$ cat config.mk
export PLATFORM = sky130hd
export DESIGN_NAME = pci_bar_decoder
export DESIGN_NICKNAME = d
export VERILOG_FILES = /design/src/rtl/core/pbd_pkg.sv /design/src/rtl/core/pbd_decode.sv /design/src/rtl/core/pci_bar_decoder.sv
export SDC_FILE = /design/constraint.sdc
export NUM_CORES = 1
export LEC_CHECK = 0
export ABC_AREA = 1
export ABC_CLOCK_PERIOD_IN_PS = 6400
export BUFFER_PORTS_ARGS = -buffer_cell sky130_fd_sc_hd__buf_2
export CORE_UTILIZATION = 35
export CTS_BUF_LIST = sky130_fd_sc_hd__clkbuf_8
export CTS_CLUSTER_DIAMETER = 120
export DETAILED_ROUTE_END_ITERATION = 8
export MAX_ROUTING_LAYER = met4
export PLACE_DENSITY_LB_ADDON = 0.1
export SYNTH_ARGS = -nofsm -noshare
export SYNTH_HDL_FRONTEND = slang
export SYNTH_SLANG_ARGS = --single-unit
$ cat constraint.sdc
create_clock -name clk -period 6.4 [get_ports clk]
set_input_delay 0.32 -clock clk [delete_from_list [all_inputs] [get_ports clk]]
set_output_delay 0.32 -clock clk [all_outputs]
set_load 0.02 [all_outputs]
$ cat src/rtl/core/pbd_pkg.sv
`default_nettype none
// ----------------------------------------------------------------------------
// PCI BAR decoder package
// Word types, field codes and limits shared by the decoder modules.
// ----------------------------------------------------------------------------
package pbd_pkg;

	localparam logic [7:0]  HDR_MASK       = 8'h7F;
	localparam logic [7:0]  HDR_ORDINARY   = 8'h00;
	localparam logic [7:0]  HDR_BRIDGE     = 8'h01;
	localparam logic [2:0]  LIMIT_ORDINARY = 3'd6;
	localparam logic [2:0]  LIMIT_BRIDGE   = 3'd2;
	localparam logic [2:0]  LIMIT_NONE     = 3'd0;
	localparam logic [31:0] ALL_ONES       = 32'hFFFF_FFFF;
	localparam logic [31:0] IO_MASK        = 32'hFFFF_FFFC;
	localparam logic [31:0] MEM_MASK       = 32'hFFFF_FFF0;
	localparam int          PREF_BIT       = 3;
	localparam logic [1:0]  TYPE_64        = 2'b10;

	localparam logic [1:0]  KIND_NONE  = 2'd0;
	localparam logic [1:0]  KIND_IO    = 2'd1;
	localparam logic [1:0]  KIND_MEM32 = 2'd2;
	localparam logic [1:0]  KIND_MEM64 = 2'd3;

	typedef struct packed {
		logic [7:0]  hdr_code;
		logic [2:0]  bar_slot;
		logic [31:0] raw_word;
	} bar_in_t;

	typedef struct packed {
		logic [2:0]  slot;
		logic        present;
		logic [1:0]  kind;
		logic        prefetchable;
		logic [63:0] base_address;
		logic [31:0] low_raw;
		logic [31:0] high_raw;
	} bar_out_t;

	typedef struct packed {
		logic        pending;
		logic [31:0] low;
		logic [2:0]  slot;
	} pair_t;

endpackage

`default_nettype wire

$ cat src/rtl/core/pbd_decode.sv
`default_nettype none
// ----------------------------------------------------------------------------
// PCI BAR word decode
// Decodes one registered BAR word against the pairing state: absent, I/O,
// 32-bit memory, 64-bit low half (held) or 64-bit high half.
// ----------------------------------------------------------------------------
module pbd_decode (
	input  pbd_pkg::bar_in_t  word,
	input  pbd_pkg::pair_t    pair,
	output pbd_pkg::bar_out_t result,
	output logic              emit,
	output pbd_pkg::pair_t    pair_next
);
	import pbd_pkg::*;

	logic [7:0] hdr;
	logic [2:0] limit;
	logic [3:0] slot_inc;
	logic       absent;
	logic [1:0] mtype;

	assign hdr      = word.hdr_code & HDR_MASK;
	assign slot_inc = {1'b0, word.bar_slot} + 4'd1;
	assign mtype    = word.raw_word[2:1];
	assign absent   = (word.bar_slot >= limit) || (word.raw_word == '0)
		|| (word.raw_word == ALL_ONES);

	always_comb begin
		case (hdr)
			HDR_ORDINARY: limit = LIMIT_ORDINARY;
			HDR_BRIDGE:   limit = LIMIT_BRIDGE;
			default:      limit = LIMIT_NONE;
		endcase
	end

	always_comb begin
		result              = '0;
		result.slot         = word.bar_slot;
		emit                = 1'b1;
		pair_next           = '0;
		if (pair.pending) begin
			result.slot         = pair.slot;
			result.present      = 1'b1;
			result.kind         = KIND_MEM64;
			result.prefetchable = pair.low[PREF_BIT];
			result.base_address = {word.raw_word, pair.low & MEM_MASK};
			result.low_raw      = pair.low;
			result.high_raw     = word.raw_word;
		end else if (absent) begin
			result.kind = KIND_NONE;
		end else if (word.raw_word[0]) begin
			result.present      = 1'b1;
			result.kind         = KIND_IO;
			result.base_address = {32'h0, word.raw_word & IO_MASK};
			result.low_raw      = word.raw_word;
		end else if ((mtype == TYPE_64) && (slot_inc < {1'b0, limit})) begin
			emit              = 1'b0;
			pair_next.pending = 1'b1;
			pair_next.low     = word.raw_word;
			pair_next.slot    = word.bar_slot;
		end else begin
			result.present      = 1'b1;
			result.kind         = KIND_MEM32;
			result.prefetchable = word.raw_word[PREF_BIT];
			result.base_address = {32'h0, word.raw_word & MEM_MASK};
			result.low_raw      = word.raw_word;
		end
	end

endmodule

`default_nettype wire

$ cat src/rtl/core/pci_bar_decoder.sv
`default_nettype none
// ----------------------------------------------------------------------------
// PCI BAR decoder
// Decodes raw base address register words into typed base addresses.
// ----------------------------------------------------------------------------
// Usage:
//   req channel carries one raw BAR word with its slot and header type byte.
//   rsp channel returns one decoded word per BAR; a 64-bit memory BAR takes
//   two request words (low, then high) and returns one response word.
//   Both channels move a word on a clock edge with valid high and stall low.
// Path: the (last) request word of a BAR is taken into the input register,
//   decoded out of it and loaded into the output register, which drives the
//   response word.
// Throughput: one request word per cycle while rsp_stall is low; set by the
//   single decode stage between the input and output registers.
// Reset: arst_n clears both valid flags and the 64-bit pairing state; the
//   block takes words as soon as reset is released.
// Stall: when rsp_stall holds a response, the input register still drains a
//   held low half, then req_stall rises until the response is taken.
// ----------------------------------------------------------------------------
module pci_bar_decoder (
	input  logic              clk,
	input  logic              arst_n,
	input  logic              req_valid,
	output logic              req_stall,
	input  pbd_pkg::bar_in_t  req_word,
	output logic              rsp_valid,
	input  logic              rsp_stall,
	output pbd_pkg::bar_out_t rsp_word
);
	import pbd_pkg::*;

	logic     valid_s1;
	bar_in_t  word_s1;
	pair_t    pair_q;
	pair_t    pair_next;
	bar_out_t result;
	logic     emit;
	logic     out_valid_q;
	bar_out_t out_q;
	logic     out_free;
	logic     advance;
	logic     load_s1;

	pbd_decode u_decode (
		.word      (word_s1),
		.pair      (pair_q),
		.result    (result),
		.emit      (emit),
		.pair_next (pair_next)
	);

	assign out_free  = !out_valid_q || !rsp_stall;
	assign advance   = valid_s1 && (!emit || out_free);
	assign load_s1   = !valid_s1 || advance;
	assign req_stall = !load_s1;
	assign rsp_valid = out_valid_q;
	assign rsp_word  = out_q;

	always_ff @(posedge clk or negedge arst_n) begin
		if (!arst_n) begin
			valid_s1 <= 1'b0;
		end else if (load_s1) begin
			valid_s1 <= req_valid;
		end
	end

	always_ff @(posedge clk) begin
		if (load_s1 && req_valid) begin
			word_s1 <= req_word;
		end
	end

	always_ff @(posedge clk or negedge arst_n) begin
		if (!arst_n) begin
			pair_q <= '0;
		end else if (advance) begin
			pair_q <= pair_next;
		end
	end

	always_ff @(posedge clk or negedge arst_n) begin
		if (!arst_n) begin
			out_valid_q <= 1'b0;
		end else if (out_free) begin
			out_valid_q <= advance && emit;
		end
	end

	always_ff @(posedge clk) begin
		if (out_free && advance && emit) begin
			out_q <= result;
		end
	end

endmodule

`default_nettype wire

==> impl_metrics.py <==
metrics = {
    "final_layout": {
        "num_antenna_cells": 0,
        "nFillCells": 1774,
        "syn2layout_area_growth_pct": 17.5,
        "drive_gt1_share_pct": 29.5,
        "fin_area_um2": 7630,
        "final_nets": 786,
    },
    "timing": {
        "fin_crit_ns": 3.05,
        "rsz0062_at_grt": "no",
        "tns_ns": 0,
        "slew_headroom_pct": 31.7,
        "max_freq_ghz": 0.328,
        "worst_pin_slew_ns": 1.02,
        "period_share_pct": 47.7,
        "drv_slew": 0,
        "finalHoldViolCount": 0,
        "setup_viol_count_final": 0,
        "finalClockSkew_ns": 0.0107,
    },
    "setup_path": {
        "worst-endpoint-required_ns": 6.48,
        "setup.worst_path.start_class": "flip-flop",
        "cp.arrival_ns": 3.13,
        "crit_fanout": 42,
        "critPathKind": "reg -> reg",
        "end_kind": "flip-flop",
    },
    "route": {
        "dr.first_iter.drc_count": 229,
        "routedWlPerCell_um": 13.5,
        "routed_via_density": 4.25,
        "num_vias": 4152,
        "drc": 26,
        "firstDrtPassIters": 7,
        "drt-total-wl_um": 13200,
        "ant_nets": 0,
    },
    "synthesis": {
        "synth_ff_type": "edfxtp_1",
        "synthDistinctLibCells": 25,
        "yosysMostFrequentCell": "nand2_1",
        "syn_area_per_cell_um2": 10.7,
        "synthArstFlopShare_pct": 24.3,
        "postSynthCellCount": 606,
        "synthTopCellsByCount": "nand2_1, edfxtp_1, inv_1",
        "synth_edf_count": 115,
        "synth_top_cell_area_share_pct": 53.2,
        "synth.area.top_cells": "edfxtp_1, dfrtp_1, nand2_1, buf_4, inv_1",
        "ys_seq_area_share_pct": 67.4,
        "synth_warnings": 0,
        "yosys.area.top_type": "edfxtp_1",
        "syn_area_um2": 6490,
        "synth_seq_cells": 152,
    },
    "floorplan": {
        "dieArea_um2": 19100,
        "io_pins": 184,
        "die_height_um": 138,
        "rows": 49,
        "start_util_pct": 35.9,
        "core_area_um2": 18100,
        "die_x_um": 138,
    },
    "run": {
        "max_cap_violations": 0,
    },
    "power_and_ir_drop": {
        "powerDensity_nw_per_um2": 310,
        "power.leakage_nw": 3.77,
        "ir_drop_mv": 0.129,
    },
    "placed_design": {
        "gp_congestion": 0.726,
        "place_hpwl_um": 8530,
        "postPlaceCellArea_um2": 7140,
        "io_buffers": 180,
    },
    "run_status": {
        "violations": "design-rule violations",
        "status": "complete, but fails checks",
    },
    "grt": {
        "grt_max_degree": 74,
        "globalRouteOverflowTotal": 0,
        "antenna_found_initial": 0,
        "grt_pass1_vias": 4024,
        "grt_first_pass_wirelength_um": 21100,
        "grt_util_all_layers_pct": 15.1,
    },
    "clock_tree": {
        "ctsRootBufferMaster": "clkbuf_8",
        "post_cts_buffers": 0,
        "clockBufferDepth": 2,
        "cts.sinks": 152,
        "cts_tree": "done",
        "clk_pin_slew_worst_paths_ns": 0.08,
        "cts_inserted_buffers": 17,
        "htreeDepth": 4,
        "insertion_delay_ns": 0.46,
    },
    "min_path": {
        "min_path_type": "in -> reg",
    },
}
logic make-up (layout without fill, tap and decap cells):
group,after synthesis,after routing,synth area share (%)
other,1,2,0.0577
XOR/XNOR,1,1,0.135
buffers and inverters,152,293,12.9
AND/OR/NAND/NOR,258,258,15.7
flip-flops,152,152,67.4
adder cells (fa/ha/maj),4,4,0.771
AO/OA/AOI/OAI,38,38,2.97
through the flow:
stage                     utilization [%]  std cells  hold slack, ns  power, mW  worst slack, ns
after floorplan                         -        607          0.0244       1.52             2.87
after global placement               39.5        939           0.453       1.61             3.38
after detailed placement             39.5        939           0.458       1.61             3.31
after CTS                            42.1        976        0.000351       2.40             3.30
after global routing                 42.2        977        0.000879       2.47             2.94
final                                42.2        977          0.0301       2.37             3.35
final timing paths:
check,endpoint,from,slack [ns],cells after the start
min reg2reg,pair_q[25]$_DFFE_PN0N_,pair_q[25]$_DFFE_PN0N_,0.47,2
max reg2reg,word_s1[11]$_DFFE_PP_,word_s1[41]$_DFFE_PP_,3.35,12
max,word_s1[11]$_DFFE_PP_,word_s1[41]$_DFFE_PP_,3.35,12
min in group asynchronous,pair_q[15]$_DFFE_PN0N_,arst_n,0.53,2
min,word_s1[39]$_DFFE_PP_,req_word[39],0.03,1
max in group asynchronous,pair_q[35]$_DFFE_PN0N_,arst_n,5.27,2
cells in the final DEF, fill, tap and decap left out, types with 2 or more instances in the layout:
cell type      netlist  routed
a21oi_1              2       2
buf_2                3     180
buf_4               65       2
bufinv_16            0       3
clkbuf_8             0      22
clkinv_2             0       2
clkinvlp_4           0       2
conb_1               1       2
dfrtp_1             37      36
dlygate4sd3_1        0       6
edfxtp_1           115     115
ha_1                 4       4
inv_1               72      74
inv_2                1       2
nand2_1            206     206
nand2_2              2       2
nand3_1             10      10
nor2_1              33      33
o21ai_0             25      25
o21ai_1              9       8
o22ai_1              2       2
power by group:
group	internal, mW	leakage (nW)	switching, mW
logic	0.0998	1.91	0.266
registers	1.17	1.64	0.0470
clock network	0.432	0.225	0.351
per-layer routing:
layer | part of all wire [%] | vias up | GRT usage (%)
met5 | 0 | - | -
met4 | 2.0 | 0 | 6.51
met3 | 4.5 | 18 | 3.67
met2 | 49 | 133 | 24.4
met1 | 45 | 1889 | 17.9
li1 | - | 2112 | -
flip-flops by register name, summed over array words and instances (netlist names):
signal / flops
rsp_word: 73
pair_q: 35
word_s1: 42
valid_s1: 1
rsp_valid: 1
worst max-delay path, cell delays in order (launching register included):
cell and delay (ns):
edfxtp_1 0.38, nor2_1 0.12, and3_1 0.21, nand2_1 0.10
ha_1 0.18, or2_0 0.20, a21oi_1 0.15, nand2_1 0.11
nor2_4 0.17, nand2_2 0.11, nand3_1 0.13, nand2_1 0.10
inv_2 0.68
final cells by class:
class / instances / area (um2) / area share [%]
sequential: 152 / 4380 / 57.4
inverter: 73 / 274 / 3.59
tap: 229 / 287 / 3.75
multi-input combinational: 303 / 1290 / 16.9
timing repair buffer: 188 / 976 / 12.8
clock buffer: 22 / 303 / 3.97
clock inverter: 10 / 126 / 1.66
repair_timing:
item                       in CTS  in global routing
resized for setup               0                  0
hold buffers                    5                  1
setup endpoints to repair       0                  0
hold endpoints to repair       22                  1
(Power assumes the default switching activity.)
